### config.mk
export PLATFORM = sky130hd
export DESIGN_NAME = typed_slot_pool_allocator_flat
export DESIGN_NICKNAME = d
export VERILOG_FILES = /design/src/rtl/tspa_pkg.sv /design/src/rtl/tspa_if.sv /design/src/rtl/tspa_ram.sv /design/src/rtl/tspa_ctrl.sv /design/src/rtl/tspa_dp.sv /design/src/rtl/typed_slot_pool_allocator.sv /design/src/flat_wrapper.sv
export SDC_FILE = /design/constraint.sdc
export NUM_CORES = 2
export LEC_CHECK = 0
export ABC_AREA = 1
export ABC_CLOCK_PERIOD_IN_PS = 10800
export BUFFER_PORTS_ARGS = -buffer_cell sky130_fd_sc_hd__buf_2
export CAP_MARGIN = 20
export CORE_MARGIN = 2
export CORE_UTILIZATION = 45
export CTS_CLUSTER_DIAMETER = 200
export DETAILED_ROUTE_END_ITERATION = 7
export PLACE_DENSITY = 0.69
export SLEW_MARGIN = 20
export SYNTH_ARGS = -nofsm -noshare
export SYNTH_HDL_FRONTEND = slang
export SYNTH_SLANG_ARGS = --single-unit
export TNS_END_PERCENT = 50
### constraint.sdc
create_clock -name clk -period 10.8 [get_ports clk]
set_input_delay 1.62 -clock clk [delete_from_list [all_inputs] [get_ports clk]]
set_output_delay 1.62 -clock clk [all_outputs]
set_load 0.01 [all_outputs]
### src/rtl/tspa_pkg.sv
`default_nettype none

package tspa_pkg;

  localparam int CMD_W   = 1;
  localparam int TYPE_W  = 2;
  localparam int SLOT_W  = 6;
  localparam int COUNT_W = 7;

  localparam logic [CMD_W-1:0] CMD_ALLOC   = 1'b0;
  localparam logic [CMD_W-1:0] CMD_RELEASE = 1'b1;

  typedef enum logic [1:0] {
    ST_NEW     = 2'd0,
    ST_REUSED  = 2'd1,
    ST_FULL    = 2'd2,
    ST_INVALID = 2'd3
  } status_e_t;

  typedef struct packed {
    logic use_in;
    logic latch_in;
    logic al_rd_pos;
    logic capture_last;
    logic commit_alloc;
    logic commit_rel;
  } ctrl_t;

  typedef struct packed {
    logic out_free;
  } dp_status_t;

endpackage

`default_nettype wire

### src/rtl/tspa_if.sv
`default_nettype none

interface tspa_req_if import tspa_pkg::*; ();
  logic              valid;
  logic              ready;
  logic [CMD_W-1:0]  cmd;
  logic [TYPE_W-1:0] obj_type;
  logic [SLOT_W-1:0] slot_id;

  modport source(output valid, cmd, obj_type, slot_id, input ready);
  modport sink(input valid, cmd, obj_type, slot_id, output ready);
endinterface

interface tspa_rsp_if import tspa_pkg::*; ();
  logic               valid;
  logic               ready;
  status_e_t          status;
  logic [SLOT_W-1:0]  out_slot;
  logic [SLOT_W-1:0]  active_pos;
  logic               moved;
  logic [SLOT_W-1:0]  moved_slot;
  logic [COUNT_W-1:0] live_count;

  modport source(output valid, status, out_slot, active_pos, moved, moved_slot, live_count,
                 input ready);
  modport sink(input valid, status, out_slot, active_pos, moved, moved_slot, live_count,
               output ready);
endinterface

`default_nettype wire

### src/rtl/tspa_ram.sv
`default_nettype none

module tspa_ram #(
  parameter int WIDTH = 8,
  parameter int DEPTH = 64
) (
  input  wire logic                                  clk,
  input  wire logic                                  we,
  input  wire logic [(DEPTH > 1 ? $clog2(DEPTH) : 1)-1:0] waddr,
  input  wire logic [WIDTH-1:0]                      wdata,
  input  wire logic [(DEPTH > 1 ? $clog2(DEPTH) : 1)-1:0] raddr,
  output logic      [WIDTH-1:0]                      rdata
);

  logic [WIDTH-1:0] mem [DEPTH];

  always_ff @(posedge clk) begin
    if (we) begin
      mem[waddr] <= wdata;
    end
    rdata <= mem[raddr];
  end

endmodule

`default_nettype wire

### src/rtl/tspa_ctrl.sv
`default_nettype none

module tspa_ctrl import tspa_pkg::*; (
  input  wire logic             clk,
  input  wire logic             rst,
  input  wire logic             in_valid,
  input  wire logic [CMD_W-1:0] in_cmd,
  output logic                  in_ready,
  input  wire dp_status_t       dp_st,
  output ctrl_t                 ctrl
);

  typedef enum logic [3:0] {
    S_IDLE  = 4'b0001,
    S_ALLOC = 4'b0010,
    S_REL_A = 4'b0100,
    S_REL_B = 4'b1000
  } state_t;

  state_t state;
  state_t state_next;

  always_ff @(posedge clk) begin
    if (rst) begin
      state <= S_IDLE;
    end else begin
      state <= state_next;
    end
  end

  always_comb begin
    state_next = state;
    ctrl       = '0;
    in_ready   = 1'b0;
    case (state)
      S_IDLE: begin
        in_ready      = 1'b1;
        ctrl.use_in   = 1'b1;
        ctrl.latch_in = in_valid;
        if (in_valid) begin
          state_next = (in_cmd == CMD_RELEASE) ? S_REL_A : S_ALLOC;
        end
      end
      S_ALLOC: begin
        if (dp_st.out_free) begin
          ctrl.commit_alloc = 1'b1;
          state_next        = S_IDLE;
        end
      end
      S_REL_A: begin
        ctrl.al_rd_pos    = 1'b1;
        ctrl.capture_last = 1'b1;
        state_next        = S_REL_B;
      end
      S_REL_B: begin
        ctrl.al_rd_pos = 1'b1;
        if (dp_st.out_free) begin
          ctrl.commit_rel = 1'b1;
          state_next      = S_IDLE;
        end
      end
      default: begin
        state_next = S_IDLE;
      end
    endcase
  end

endmodule

`default_nettype wire

### src/rtl/tspa_dp.sv
`default_nettype none

module tspa_dp import tspa_pkg::*; #(
  parameter int NUM_TYPES = 4,
  parameter int MAX_SLOTS = 64
) (
  input  wire logic               clk,
  input  wire logic               rst,
  input  wire ctrl_t              ctrl,
  output dp_status_t              dp_st,
  input  wire logic [TYPE_W-1:0]  in_obj_type,
  input  wire logic [SLOT_W-1:0]  in_slot_id,
  output logic                    out_valid,
  input  wire logic               out_ready,
  output status_e_t               out_status,
  output logic [SLOT_W-1:0]       out_slot,
  output logic [SLOT_W-1:0]       out_active_pos,
  output logic                    out_moved,
  output logic [SLOT_W-1:0]       out_moved_slot,
  output logic [COUNT_W-1:0]      out_live_count
);

  localparam int SW = $clog2(MAX_SLOTS);
  localparam int CW = $clog2(MAX_SLOTS + 1);
  localparam int TW = (NUM_TYPES > 1) ? $clog2(NUM_TYPES) : 1;
  localparam int FD = NUM_TYPES * MAX_SLOTS;
  localparam int FW = $clog2(FD);

  logic [TYPE_W-1:0] type_q;
  logic [SLOT_W-1:0] sid_q;
  logic [CW-1:0]     tops [NUM_TYPES];
  logic [CW-1:0]     active_total;
  logic [CW-1:0]     created;
  logic [SW-1:0]     last_slot;

  logic [TYPE_W-1:0] type_a;
  logic [SLOT_W-1:0] sid_a;
  logic              type_ok;
  logic [TW-1:0]     tidx;
  logic [CW-1:0]     top_a;
  logic [CW-1:0]     last_pos;

  logic          al_we, pos_we, st_we, fs_we;
  logic [SW-1:0] al_waddr, al_wdata, al_raddr, al_rdata;
  logic [SW-1:0] pos_waddr, pos_wdata, pos_rdata;
  logic [TW-1:0] st_rdata;
  logic [FW-1:0] fs_waddr, fs_raddr;
  logic [SW-1:0] fs_rdata;

  logic          reuse, create, alloc_ok;
  logic [SW-1:0] new_slot;
  logic          rel_ok, hole_moved, t_ok, push;
  logic [TW-1:0] t_idx;
  logic [CW-1:0] top_t;

  status_e_t          res_status;
  logic [SLOT_W-1:0]  res_slot, res_pos, res_mslot;
  logic               res_moved;
  logic [COUNT_W-1:0] res_live;
  logic               commit;

  assign type_a   = ctrl.use_in ? in_obj_type : type_q;
  assign sid_a    = ctrl.use_in ? in_slot_id : sid_q;
  assign type_ok  = 32'(type_a) < NUM_TYPES;
  assign tidx     = type_ok ? TW'(type_a) : '0;
  assign top_a    = tops[tidx];
  assign last_pos = active_total - CW'(1);
  assign fs_raddr = FW'(tidx) * FW'(MAX_SLOTS) + FW'(top_a) - FW'(1);
  assign al_raddr = ctrl.al_rd_pos ? pos_rdata : last_pos[SW-1:0];

  // Allocation decision, valid while type_q is the type being allocated.
  assign reuse    = type_ok && (top_a != '0);
  assign create   = type_ok && !reuse && (created < CW'(MAX_SLOTS));
  assign alloc_ok = (reuse || create) && (active_total < CW'(MAX_SLOTS));
  assign new_slot = reuse ? fs_rdata : created[SW-1:0];

  // A slot is live when its recorded index lies in the active list and points back to it.
  assign rel_ok     = (32'(sid_q) < 32'(created)) && (CW'(pos_rdata) < active_total) &&
                      (32'(al_rdata) == 32'(sid_q));
  assign hole_moved = CW'(pos_rdata) != last_pos;
  assign t_ok       = 32'(st_rdata) < NUM_TYPES;
  assign t_idx      = t_ok ? st_rdata : '0;
  assign top_t      = tops[t_idx];
  assign push       = rel_ok && t_ok && (top_t < CW'(MAX_SLOTS));
  assign fs_waddr   = FW'(t_idx) * FW'(MAX_SLOTS) + FW'(top_t);

  assign al_we     = (ctrl.commit_alloc && alloc_ok) ||
                     (ctrl.commit_rel && rel_ok && hole_moved);
  assign al_waddr  = ctrl.commit_alloc ? active_total[SW-1:0] : pos_rdata;
  assign al_wdata  = ctrl.commit_alloc ? new_slot : last_slot;
  assign pos_we    = al_we;
  assign pos_waddr = ctrl.commit_alloc ? new_slot : last_slot;
  assign pos_wdata = ctrl.commit_alloc ? active_total[SW-1:0] : pos_rdata;
  assign st_we     = ctrl.commit_alloc && alloc_ok && create;
  assign fs_we     = ctrl.commit_rel && push;

  tspa_ram #(.WIDTH(SW), .DEPTH(MAX_SLOTS)) u_active_list (
    .clk(clk), .we(al_we), .waddr(al_waddr), .wdata(al_wdata),
    .raddr(al_raddr), .rdata(al_rdata)
  );

  tspa_ram #(.WIDTH(SW), .DEPTH(MAX_SLOTS)) u_slot_pos (
    .clk(clk), .we(pos_we), .waddr(pos_waddr), .wdata(pos_wdata),
    .raddr(SW'(sid_a)), .rdata(pos_rdata)
  );

  tspa_ram #(.WIDTH(TW), .DEPTH(MAX_SLOTS)) u_slot_type (
    .clk(clk), .we(st_we), .waddr(created[SW-1:0]), .wdata(tidx),
    .raddr(SW'(sid_a)), .rdata(st_rdata)
  );

  tspa_ram #(.WIDTH(SW), .DEPTH(FD)) u_free_stacks (
    .clk(clk), .we(fs_we), .waddr(fs_waddr), .wdata(SW'(sid_q)),
    .raddr(fs_raddr), .rdata(fs_rdata)
  );

  always_comb begin
    if (ctrl.commit_alloc) begin
      res_status = !alloc_ok ? ST_FULL : (reuse ? ST_REUSED : ST_NEW);
      res_slot   = alloc_ok ? SLOT_W'(new_slot) : '0;
      res_pos    = alloc_ok ? SLOT_W'(active_total) : '0;
      res_moved  = 1'b0;
      res_mslot  = '0;
      res_live   = alloc_ok ? COUNT_W'(active_total + CW'(1)) : COUNT_W'(active_total);
    end else begin
      res_status = rel_ok ? ST_REUSED : ST_INVALID;
      res_slot   = sid_q;
      res_pos    = rel_ok ? SLOT_W'(pos_rdata) : '0;
      res_moved  = rel_ok && hole_moved;
      res_mslot  = (rel_ok && hole_moved) ? SLOT_W'(last_slot) : '0;
      res_live   = rel_ok ? COUNT_W'(last_pos) : COUNT_W'(active_total);
    end
  end

  assign commit          = ctrl.commit_alloc || ctrl.commit_rel;
  assign dp_st.out_free  = !out_valid || out_ready;

  always_ff @(posedge clk) begin
    if (ctrl.latch_in) begin
      type_q <= in_obj_type;
      sid_q  <= in_slot_id;
    end
    if (ctrl.capture_last) begin
      last_slot <= al_rdata;
    end
    if (commit) begin
      out_status     <= res_status;
      out_slot       <= res_slot;
      out_active_pos <= res_pos;
      out_moved      <= res_moved;
      out_moved_slot <= res_mslot;
      out_live_count <= res_live;
    end
  end

  always_ff @(posedge clk) begin
    if (rst) begin
      out_valid    <= 1'b0;
      active_total <= '0;
      created      <= '0;
      for (int i = 0; i < NUM_TYPES; i++) begin
        tops[i] <= '0;
      end
    end else begin
      if (commit) begin
        out_valid <= 1'b1;
      end else if (out_ready) begin
        out_valid <= 1'b0;
      end
      if (ctrl.commit_alloc && alloc_ok) begin
        active_total <= active_total + CW'(1);
        if (create) begin
          created <= created + CW'(1);
        end else begin
          tops[tidx] <= top_a - CW'(1);
        end
      end
      if (ctrl.commit_rel && rel_ok) begin
        active_total <= last_pos;
        if (push) begin
          tops[t_idx] <= top_t + CW'(1);
        end
      end
    end
  end

endmodule

`default_nettype wire

### src/rtl/typed_slot_pool_allocator.sv
// Typed slot pool allocator.
// Commands arrive on the req channel (cmd, obj_type, slot_id) and each one yields
// exactly one result on the rsp channel (status, out_slot, active_pos, moved,
// moved_slot, live_count). A transfer happens when valid and ready are both high.
// An allocate reads the type's free stack in its transfer cycle; then, in the
// allocate state and once the output register is free, the active list and
// counters are updated and the result is registered. A release reads the
// slot's recorded index and the last active entry in the transfer cycle, then
// reads the active list entry at that index to confirm the slot is live, then,
// once the output register is free, writes the swap and the free stack push and
// registers its result. The chain of dependent reads through the active list
// memory sets this sequence, and a new command is taken only after the previous
// one has been registered.
// The result sits in an output register; a new command is taken while it waits,
// but the next result is held back, and no further command is taken, until the
// receiver takes the previous one.
// A synchronous reset empties the active list and all free stacks and forgets
// every created slot; the memories themselves need no clearing pass.

`default_nettype none

module typed_slot_pool_allocator import tspa_pkg::*; #(
  parameter int NUM_TYPES = 4,
  parameter int MAX_SLOTS = 64
) (
  input wire logic  clk,
  input wire logic  rst,
  tspa_req_if.sink  req,
  tspa_rsp_if.source rsp
);

  ctrl_t      ctrl;
  dp_status_t dp_st;

  tspa_ctrl u_ctrl (
    .clk      (clk),
    .rst      (rst),
    .in_valid (req.valid),
    .in_cmd   (req.cmd),
    .in_ready (req.ready),
    .dp_st    (dp_st),
    .ctrl     (ctrl)
  );

  tspa_dp #(.NUM_TYPES(NUM_TYPES), .MAX_SLOTS(MAX_SLOTS)) u_dp (
    .clk            (clk),
    .rst            (rst),
    .ctrl           (ctrl),
    .dp_st          (dp_st),
    .in_obj_type    (req.obj_type),
    .in_slot_id     (req.slot_id),
    .out_valid      (rsp.valid),
    .out_ready      (rsp.ready),
    .out_status     (rsp.status),
    .out_slot       (rsp.out_slot),
    .out_active_pos (rsp.active_pos),
    .out_moved      (rsp.moved),
    .out_moved_slot (rsp.moved_slot),
    .out_live_count (rsp.live_count)
  );

endmodule

`default_nettype wire

### src/flat_wrapper.sv
// flat-port wrapper written by rule: the top's interface ports become plain ports
module typed_slot_pool_allocator_flat import tspa_pkg::*;
#(
  parameter int NUM_TYPES = 4,
  parameter int MAX_SLOTS = 64
)
  (clk, rst, req_valid, req_cmd, req_obj_type, req_slot_id, req_ready, rsp_valid, rsp_status, rsp_out_slot, rsp_active_pos, rsp_moved, rsp_moved_slot, rsp_live_count, rsp_ready);
  tspa_req_if req_i ();
  tspa_rsp_if rsp_i ();
  input wire logic clk;
  input wire logic rst;
  input wire logic [$bits(req_i.valid)-1:0] req_valid;
  input wire logic [$bits(req_i.cmd)-1:0] req_cmd;
  input wire logic [$bits(req_i.obj_type)-1:0] req_obj_type;
  input wire logic [$bits(req_i.slot_id)-1:0] req_slot_id;
  output wire logic [$bits(req_i.ready)-1:0] req_ready;
  output wire logic [$bits(rsp_i.valid)-1:0] rsp_valid;
  output wire logic [$bits(rsp_i.status)-1:0] rsp_status;
  output wire logic [$bits(rsp_i.out_slot)-1:0] rsp_out_slot;
  output wire logic [$bits(rsp_i.active_pos)-1:0] rsp_active_pos;
  output wire logic [$bits(rsp_i.moved)-1:0] rsp_moved;
  output wire logic [$bits(rsp_i.moved_slot)-1:0] rsp_moved_slot;
  output wire logic [$bits(rsp_i.live_count)-1:0] rsp_live_count;
  input wire logic [$bits(rsp_i.ready)-1:0] rsp_ready;
  assign req_i.valid = req_valid;
  assign req_i.cmd = req_cmd;
  assign req_i.obj_type = req_obj_type;
  assign req_i.slot_id = req_slot_id;
  assign req_ready = req_i.ready;
  assign rsp_valid = rsp_i.valid;
  assign rsp_status = rsp_i.status;
  assign rsp_out_slot = rsp_i.out_slot;
  assign rsp_active_pos = rsp_i.active_pos;
  assign rsp_moved = rsp_i.moved;
  assign rsp_moved_slot = rsp_i.moved_slot;
  assign rsp_live_count = rsp_i.live_count;
  assign rsp_i.ready = rsp_ready;
  typed_slot_pool_allocator #(.NUM_TYPES(NUM_TYPES), .MAX_SLOTS(MAX_SLOTS)) u_core (.clk(clk), .rst(rst), .req(req_i), .rsp(rsp_i));
endmodule
---- Word level (Yosys, flattened, before mapping) ----
Memory sizes are Yosys's and may differ from the RTL's. A register that Yosys moved wholly into a read port is not among the register bits.
Cells that the tools add are included.
W data, S select, Z words.
word-level totals
  latch bits .............................. 0
  bits in writable memories ............... 2,460
  memories ................................ 5
  word-level logic and storage cells ...... 122
  memory bits (read-only) ................. 0
  bits of input ports ..................... 13
  register bits after elaboration ......... 61
cells by class
  add/subtract/negate cells ............... 8
  multiplexer cells ....................... 55
  shifts and indexed selects .............. 0
  magnitude comparators ................... 5
  reductions and logical operators ........ 27
  bitwise operators ....................... 1
  equal/unequal tests ..................... 8
  multiply operators ...................... 0
  divide/modulo/power cells ............... 0
memories
  name                           depth  bits a word  read ports  clocked after Yosys merged registers in  wr ports  RTL line        RTL
  u_core.u_dp.u_free_stacks.mem  256    6            1           1                                        1         tspa_ram.sv:15  logic [WIDTH-1:0] mem [DEPTH];
  u_core.u_dp.u_active_list.mem  64     6            1           1                                        1         tspa_ram.sv:15
  u_core.u_dp.u_slot_pos.mem     64     6            1           1                                        1         tspa_ram.sv:15
  u_core.u_dp.u_slot_type.mem    64     2            1           1                                        1         tspa_ram.sv:15
  u_core.u_dp.tops               4      7            2           0                                        4         tspa_dp.sv:31   logic [CW-1:0] tops [NUM_TYPES];
operators by type and width
  operator               count
  $mux W6                10
  $mux W7                7
  $mux W1                27
  $add A7 B1 Y7 const B  3
  $lt A7 B7 Y1 const B   3
  $add A8 B7 Y8          2
  $lt A6 B7 Y1           2
  $mux W2                7
  $reduce_or A7 Y1       2
  $sub A7 B1 Y7 const B  2
  $pmux W4 S3            1
  $logic_and A1 B1 Y1    11
  $mux W4                2
  $sub A8 B1 Y8 const B  1
  $ne A6 B7 Y1           1
  $reduce_bool A7 Y1     1
  $eq A6 B6 Y1           1
  $reduce_or A2 Y1       3
  $eq A4 B1 Y1 const B   1
  $eq A4 B2 Y1 const B   1
  $eq A4 B3 Y1 const B   1
  $eq A4 B4 Y1 const B   1
  $logic_or A1 B1 Y1     4
  $reduce_and A2 Y1      2
  other kinds (6)        8

---- Depth between registers and ports, before layout ----
An unclocked memory read counts as a cell.
  depth in word-level cells ............... 16
  gate-level depth with buffers ........... 26
  depth with buffers taken out ............ 23

---- Cells and area by module ----
A second synthesis with hierarchy kept.
second synthesis, totals
  cells, all modules ...................... 9,507
  area total of the unflattened synthesis .. 106,952.6 um^2
modules (own cells, without submodules)
  module                                    seq. area each (um^2)  area each (um^2)  instances  cells each
  tspa_ram (u_core.u_dp.u_free_stacks)      46,244.4               63,151.8          1          5,386
  tspa_ram (u_core.u_dp.u_active_list ...)  11,651.2               15,930.3          2          1,376
  tspa_dp                                   2,402.3                6,075.8           1          809
  tspa_ram (u_core.u_dp.u_slot_type)        3,883.7                5,614.1           1          520
  tspa_ctrl                                 80.1                   250.2             1          40

---- Worst setup path after synthesis ----
OpenSTA, ideal clock, no wires.
  path type ............................... input port to flip-flop
  start point ............................. input req_obj_type[0]
  end point ............................... memory u_core.u_dp.u_slot_pos.mem[47][0] (netlist name) (enable)
  cell stages on the path ................. 23
  path slack .............................. 4.524 ns
  arrival ................................. 5.924 ns
  library setup time ...................... 0.353 ns
  required time ........................... 10.447 ns
  path through ............................ inv_1 nand3_1 nand2_1 inv_1 clkbuf_1 nand2_1 nand2_1 inv_1 a32oi_1 inv_1 ha_1 nand2_1 nor2_1 nand2_2 inv_2 buf_6 nand2_1 o211ai_2 o21ai_2 inv_1 nor2_2 nand2_1 nor2_1
on the way
  elaborated cells between the ends (all ways) .. 13
  those cells by class .................... 5 x mux; 7 x reduce/logical; 1 x memory
RTL lines
  item                         RTL line            RTL
  start: declaration           flat_wrapper.sv:14  input wire logic [$bits(req_i.obj_type)-1:0] req_obj_type;
  $mux W2                      tspa_dp.sv:62       assign type_a = ctrl.use_in ? in_obj_type : type_q;
  net u_core.u_dp.tidx[0]      tspa_dp.sv:39       logic [TW-1:0] tidx;
  $mem_v2 Z4 W7                --
  $reduce_bool A7 Y1           tspa_dp.sv:72       assign reuse = type_ok && (top_a != '0);
  $mux W6                      tspa_dp.sv:75       assign new_slot = reuse ? fs_rdata : created[SW-1:0];
  $mux W6                      --
  net u_core.u_dp.al_wdata[5]  tspa_dp.sv:44       logic [SW-1:0] al_waddr, al_wdata, al_raddr, al_rdata;
  end: declaration             tspa_ram.sv:15
The timed path passes the listed nets, and every way through them passes these cells.

---- Final worst setup path ----
  start point ............................. register u_core.u_ctrl.state[3]
  end point ............................... register u_core.u_dp.u_free_stacks.rdata[5], read port of u_core.u_dp.u_free_stacks.mem
on the way
  cells in the longest elaborated chain, start to end .. 6
ends and longest elaborated chain
  item                      RTL line         RTL
  start: declaration        tspa_ctrl.sv:20  state_t state;
  start signal: assignment  tspa_ctrl.sv:27  state <= state_next;
  $eq A4 B1 Y1 (*)          tspa_ctrl.sv:35  case (state)
  $mux W2 (*)               tspa_ctrl.sv:35
  $mux W2 (*)               tspa_dp.sv:62
  $mem_v2 Z4 W7             --
  $add A8 B7 Y8 (*)         tspa_dp.sv:68    assign fs_raddr = FW'(tidx) * FW'(MAX_SLOTS) + FW'(top_a) - FW'(1);
  $sub A8 B1 Y8 (*)         tspa_dp.sv:68
  end: declaration          tspa_ram.sv:12   output logic [WIDTH-1:0] rdata
Mark *: on every way between the ends. The rest lies on a longest branch, timed or not.
A chain may end at the register's enable or synchronous reset.

==> results.cfg <==
[timing]
fmax_mhz = 131.7
sum_neg_setup_slack_ns = 0
period_minus_slack_ns = 7.592
clock_skew_ns = 0.06508
worst_slew_pin_slew_ns = 1.309
total_of_endpoints_with_negative_setup_slack_in_the_final_report = 0
final_max_slew_viol_count = 0
hold_viol = 0
period_share = 0.7030
grt_setup_unrepaired = no
relative_slew_slack = 0.1272

[logic_synthesis]
synth_seq_cells = 2541
synth_ff_type = sky130_fd_sc_hd__edfxtp_1
synthesis.nets = 9808
postSynth.asyncResetShare = 0
synthDistinctLibCells = 48
synth_sequential_area_ratio = 0.7013
synth-edff-count = 2502
synthesis.yosys.warnings = 0
synth_cells = 9759
mappedNetlistArea_um2 = 108200
synth.avg_cell_area_um2 = 11.09

[setup_path]
ff2ff_path_depth = 20
r2r_start = u_core.u_ctrl.state[3]$_SDFFE_PP0P_
cp-end-kind = flop
required_ns = 11.62
worstPathCellList = nor2_4 -> nand2_1 -> nand2_1 -> nand2_1 -> nand2_1 -> nand3_2 -> buf_4 -> nand2_8 -> ha_4 -> inv_1 -> fa_4 -> xor2_4 -> clkinv_2 -> buf_4 -> nand3_1 -> nand3_1 -> nand3_1 -> nand3_1 -> nand3_1 -> nand2_1
worstSetupPathDepth = 20
cp_slowest_stage_delay_ns = 0.79
critPathBufInv = 4
worstPathMaxFanout = 125
cpLargestDelayFamily = simple AND/OR/NAND/NOR gates
r2r-end = u_core.u_dp.u_free_stacks.rdata[5]$_DFF_P_
worstSetupPathType = reg -> reg
cp-startpoint = u_core.u_ctrl.state[3]$_SDFFE_PP0P_
worstSetupStartpointType = flop
rrSetupSlack_ns = 3.21
arrival_ns = 8.41
crit_end = u_core.u_dp.u_free_stacks.rdata[5]$_DFF_P_
critical_path.slowest_cell = sky130_fd_sc_hd__clkinv_2

[placed_design]
port_buffers = 42
post-place-cells = 12522
place_area_um2 = 111300
routabilityCongestion = 0.9463
post-dp-hpwl_um = 173700

[finish]
final_design_area_no_fill_um2 = 120000
layout-area-overhead-vs-synth_pct = 10.83
final_std_cells_w_o_fill = 13012
mostFrequentLayoutCell = sky130_fd_sc_hd__edfxtp_1
sequential_cell_area_um2 = 75910
design.final.nets = 9664
layout_common_cells = sky130_fd_sc_hd__edfxtp_1, sky130_fd_sc_hd__nand2_1, sky130_fd_sc_hd__nand3_1
finalCoreUtilization = 0.5001
post_route_cells_drive_above_1_share = 0.06265
final.fill_count = 20479
multi_input_area_um2 = 26190

[clocking]
clock_tree.root_cell = sky130_fd_sc_hd__clkbuf_16
clock_latency_ns = 0.95
cts_setup_buffers = 0
cts.sink_count = 2541
cts_max_level = 5
clk_pin_slew_ns = 0.06
tritoncts = done
cts_repair_resize_count = 0
ctsHoldBuffers = 0
clockBufferDepth = 4
cts_made_buffers = 276

[route]
post_drt_wl_per_cell_um = 22.65
drc = 0
detail_route_antenna_nets = 0
vias_per_cell = 5.647
totalWireLength_um = 294700
count_of_routing_violations_after_the_opening_detailed_route_iteration = 9948
vias = 73477
drt_pre_antenna_iters = 7

[global_route]
global_route.overflow_total = 0
number_of_antenna_violations_at_the_first_check_in_global_routing = 22
first_pass_grt_wire_length_um = 439500
vias_in_the_first_global_route = 69733
grt_max_degree = 208
grt.total_usage = 0.2366

[hold_path]
hold_path_class = reg -> reg
hold_start = u_core.u_dp.u_active_list.rdata[0]$_DFF_P_

[floorplan]
chipHeight_um = 494.4
boundaryPins = 43
rows = 180
coreArea_um2 = 239900
chipWidth_um = 494.4
floorplan.initialDensity = 0.4513
dieArea_um2 = 244500

[run_status]
status = complete, no violations

[power]
worst_vdd_ir_uv = 267.1
static-leakage-power_nw = 43.57
power_per_cell_area_nw_per_um2 = 238.5

[job]
drv_cap = 0
-- report_power, final --
part | switching (mW) | leakage, nW | internal [mW]
sequential | 0.0830 | 22.8 | 11.2
combinational | 6.26 | 16.5 | 1.97
clock | 3.72 | 4.19 | 5.40
total | 10.1 | 43.6 | 18.5
-- synthesized netlist by cell type, types with 9 or more instances --
library cell / n / share of area
sky130_fd_sc_hd__edfxtp_1: 2502 / 0.69
sky130_fd_sc_hd__nand2_1: 2052 / 0.071
sky130_fd_sc_hd__nand3_1: 1271 / 0.059
sky130_fd_sc_hd__inv_1: 1075 / 0.037
sky130_fd_sc_hd__nor2_1: 986 / 0.034
sky130_fd_sc_hd__o21ai_0: 577 / 0.027
sky130_fd_sc_hd__clkbuf_1: 376 / 0.013
sky130_fd_sc_hd__o211ai_1: 197 / 0.014
sky130_fd_sc_hd__o22ai_1: 123 / 0.0071
sky130_fd_sc_hd__buf_2: 115 / 0.0053
sky130_fd_sc_hd__o221ai_1: 115 / 0.0093
sky130_fd_sc_hd__buf_1: 60 / 0.0021
sky130_fd_sc_hd__dfxtp_1: 39 / 0.0072
sky130_fd_sc_hd__nand3b_1: 36 / 0.0025
sky130_fd_sc_hd__ha_1: 35 / 0.0040
sky130_fd_sc_hd__a21oi_1: 33 / 0.0015
sky130_fd_sc_hd__xor2_1: 19 / 0.0015
sky130_fd_sc_hd__buf_4: 18 / 0.0012
sky130_fd_sc_hd__o21ai_1: 17 / 0.00079
sky130_fd_sc_hd__nor3_1: 12 / 0.00055
sky130_fd_sc_hd__nand2_2: 10 / 0.00058
sky130_fd_sc_hd__nand4_2: 9 / 0.0010
-- layout make-up --
| type | instances | share of cell area |
|---|---|---|
| flip-flops and latches | 2541 | 0.6328 |
| multi-input cells | 5560 | 0.2183 |
| clock buffers | 343 | 0.06151 |
| inverters | 1086 | 0.03418 |
| well taps | 3185 | 0.03322 |
| clock inverters | 120 | 0.01017 |
| repair buffers | 150 | 0.009241 |
| diodes | 27 | 0.0005632 |
-- through the flow --
step / power [mW] / hold WS [ns] / worst slack (ns)
final: 28.62 / 0.4526 / 3.208
after global routing: 29.62 / 0.4569 / 2.828
after CTS: 28.50 / 0.4549 / 3.435
after detailed placement: 19.47 / 0.4414 / 2.893
after global placement: 19.42 / 0.4387 / 2.895
after floorplan: 16.46 / 0.4230 / 4.524
-- per-layer routing --
| layer | global-route usage | share of wire | up-vias | wire [µm] |
|---|---|---|---|---|
| met5 | 0 | 0.000041 | - | 12 |
| met3 | 0.04445 | 0.097 | 635 | 28630 |
| met1 | 0.3230 | 0.39 | 35619 | 116100 |
| li1 | - | - | 33314 | - |
| met2 | 0.3596 | 0.46 | 3907 | 134200 |
| met4 | 0.1267 | 0.054 | 2 | 15800 |
-- state kept, by name, indices dropped and copies added, names as in the netlist, 2 cells and up --
| signal | count |
|---|---|
| u_core.u_dp.u_free_stacks.mem | 1536 |
| u_core.u_dp.u_active_list.mem | 384 |
| u_core.u_dp.u_slot_pos.mem | 384 |
| u_core.u_dp.u_slot_type.mem | 128 |
| u_core.u_dp.tops | 28 |
| u_core.u_dp.active_total | 7 |
| u_core.u_dp.created | 7 |
| u_core.u_dp.out_live_count | 7 |
| u_core.u_dp.last_slot | 6 |
| u_core.u_dp.out_active_pos | 6 |
| u_core.u_dp.out_moved_slot | 6 |
| u_core.u_dp.out_slot | 6 |
| u_core.u_dp.sid_q | 6 |
| u_core.u_dp.u_active_list.rdata | 6 |
| u_core.u_dp.u_free_stacks.rdata | 6 |
| u_core.u_dp.u_slot_pos.rdata | 6 |
| u_core.u_ctrl.state | 4 |
| u_core.u_dp.out_status | 2 |
| u_core.u_dp.type_q | 2 |
| u_core.u_dp.u_slot_type.rdata | 2 |
-- worst min path at each step --
stage | endpoint | slack [ns] | depth (start not counted)
detailed placement | u_core.u_dp.last_slot[2]$_DFFE_PP_ | 0.44 | 0
global placement | u_core.u_dp.last_slot[2]$_DFFE_PP_ | 0.44 | 0
CTS | u_core.u_dp.last_slot[2]$_DFFE_PP_ | 0.45 | 0
finish | u_core.u_dp.last_slot[0]$_DFFE_PP_ | 0.45 | 0
global route | u_core.u_dp.last_slot[2]$_DFFE_PP_ | 0.46 | 0
floorplan | u_core.u_dp.last_slot[2]$_DFFE_PP_ | 0.42 | 0
-- kinds of logic after synthesis --
kind of cell    after synthesis  share of synthesized area
compound gates             1100                    0.06239
fa+ha+maj                    36                   0.004231
xor+xnor                     25                   0.002023
flops                      2541                     0.7013
buf+inv                    1658                    0.05966
simple gates               4399                     0.1704
Note: power is estimated with default switching activity, not from simulation.
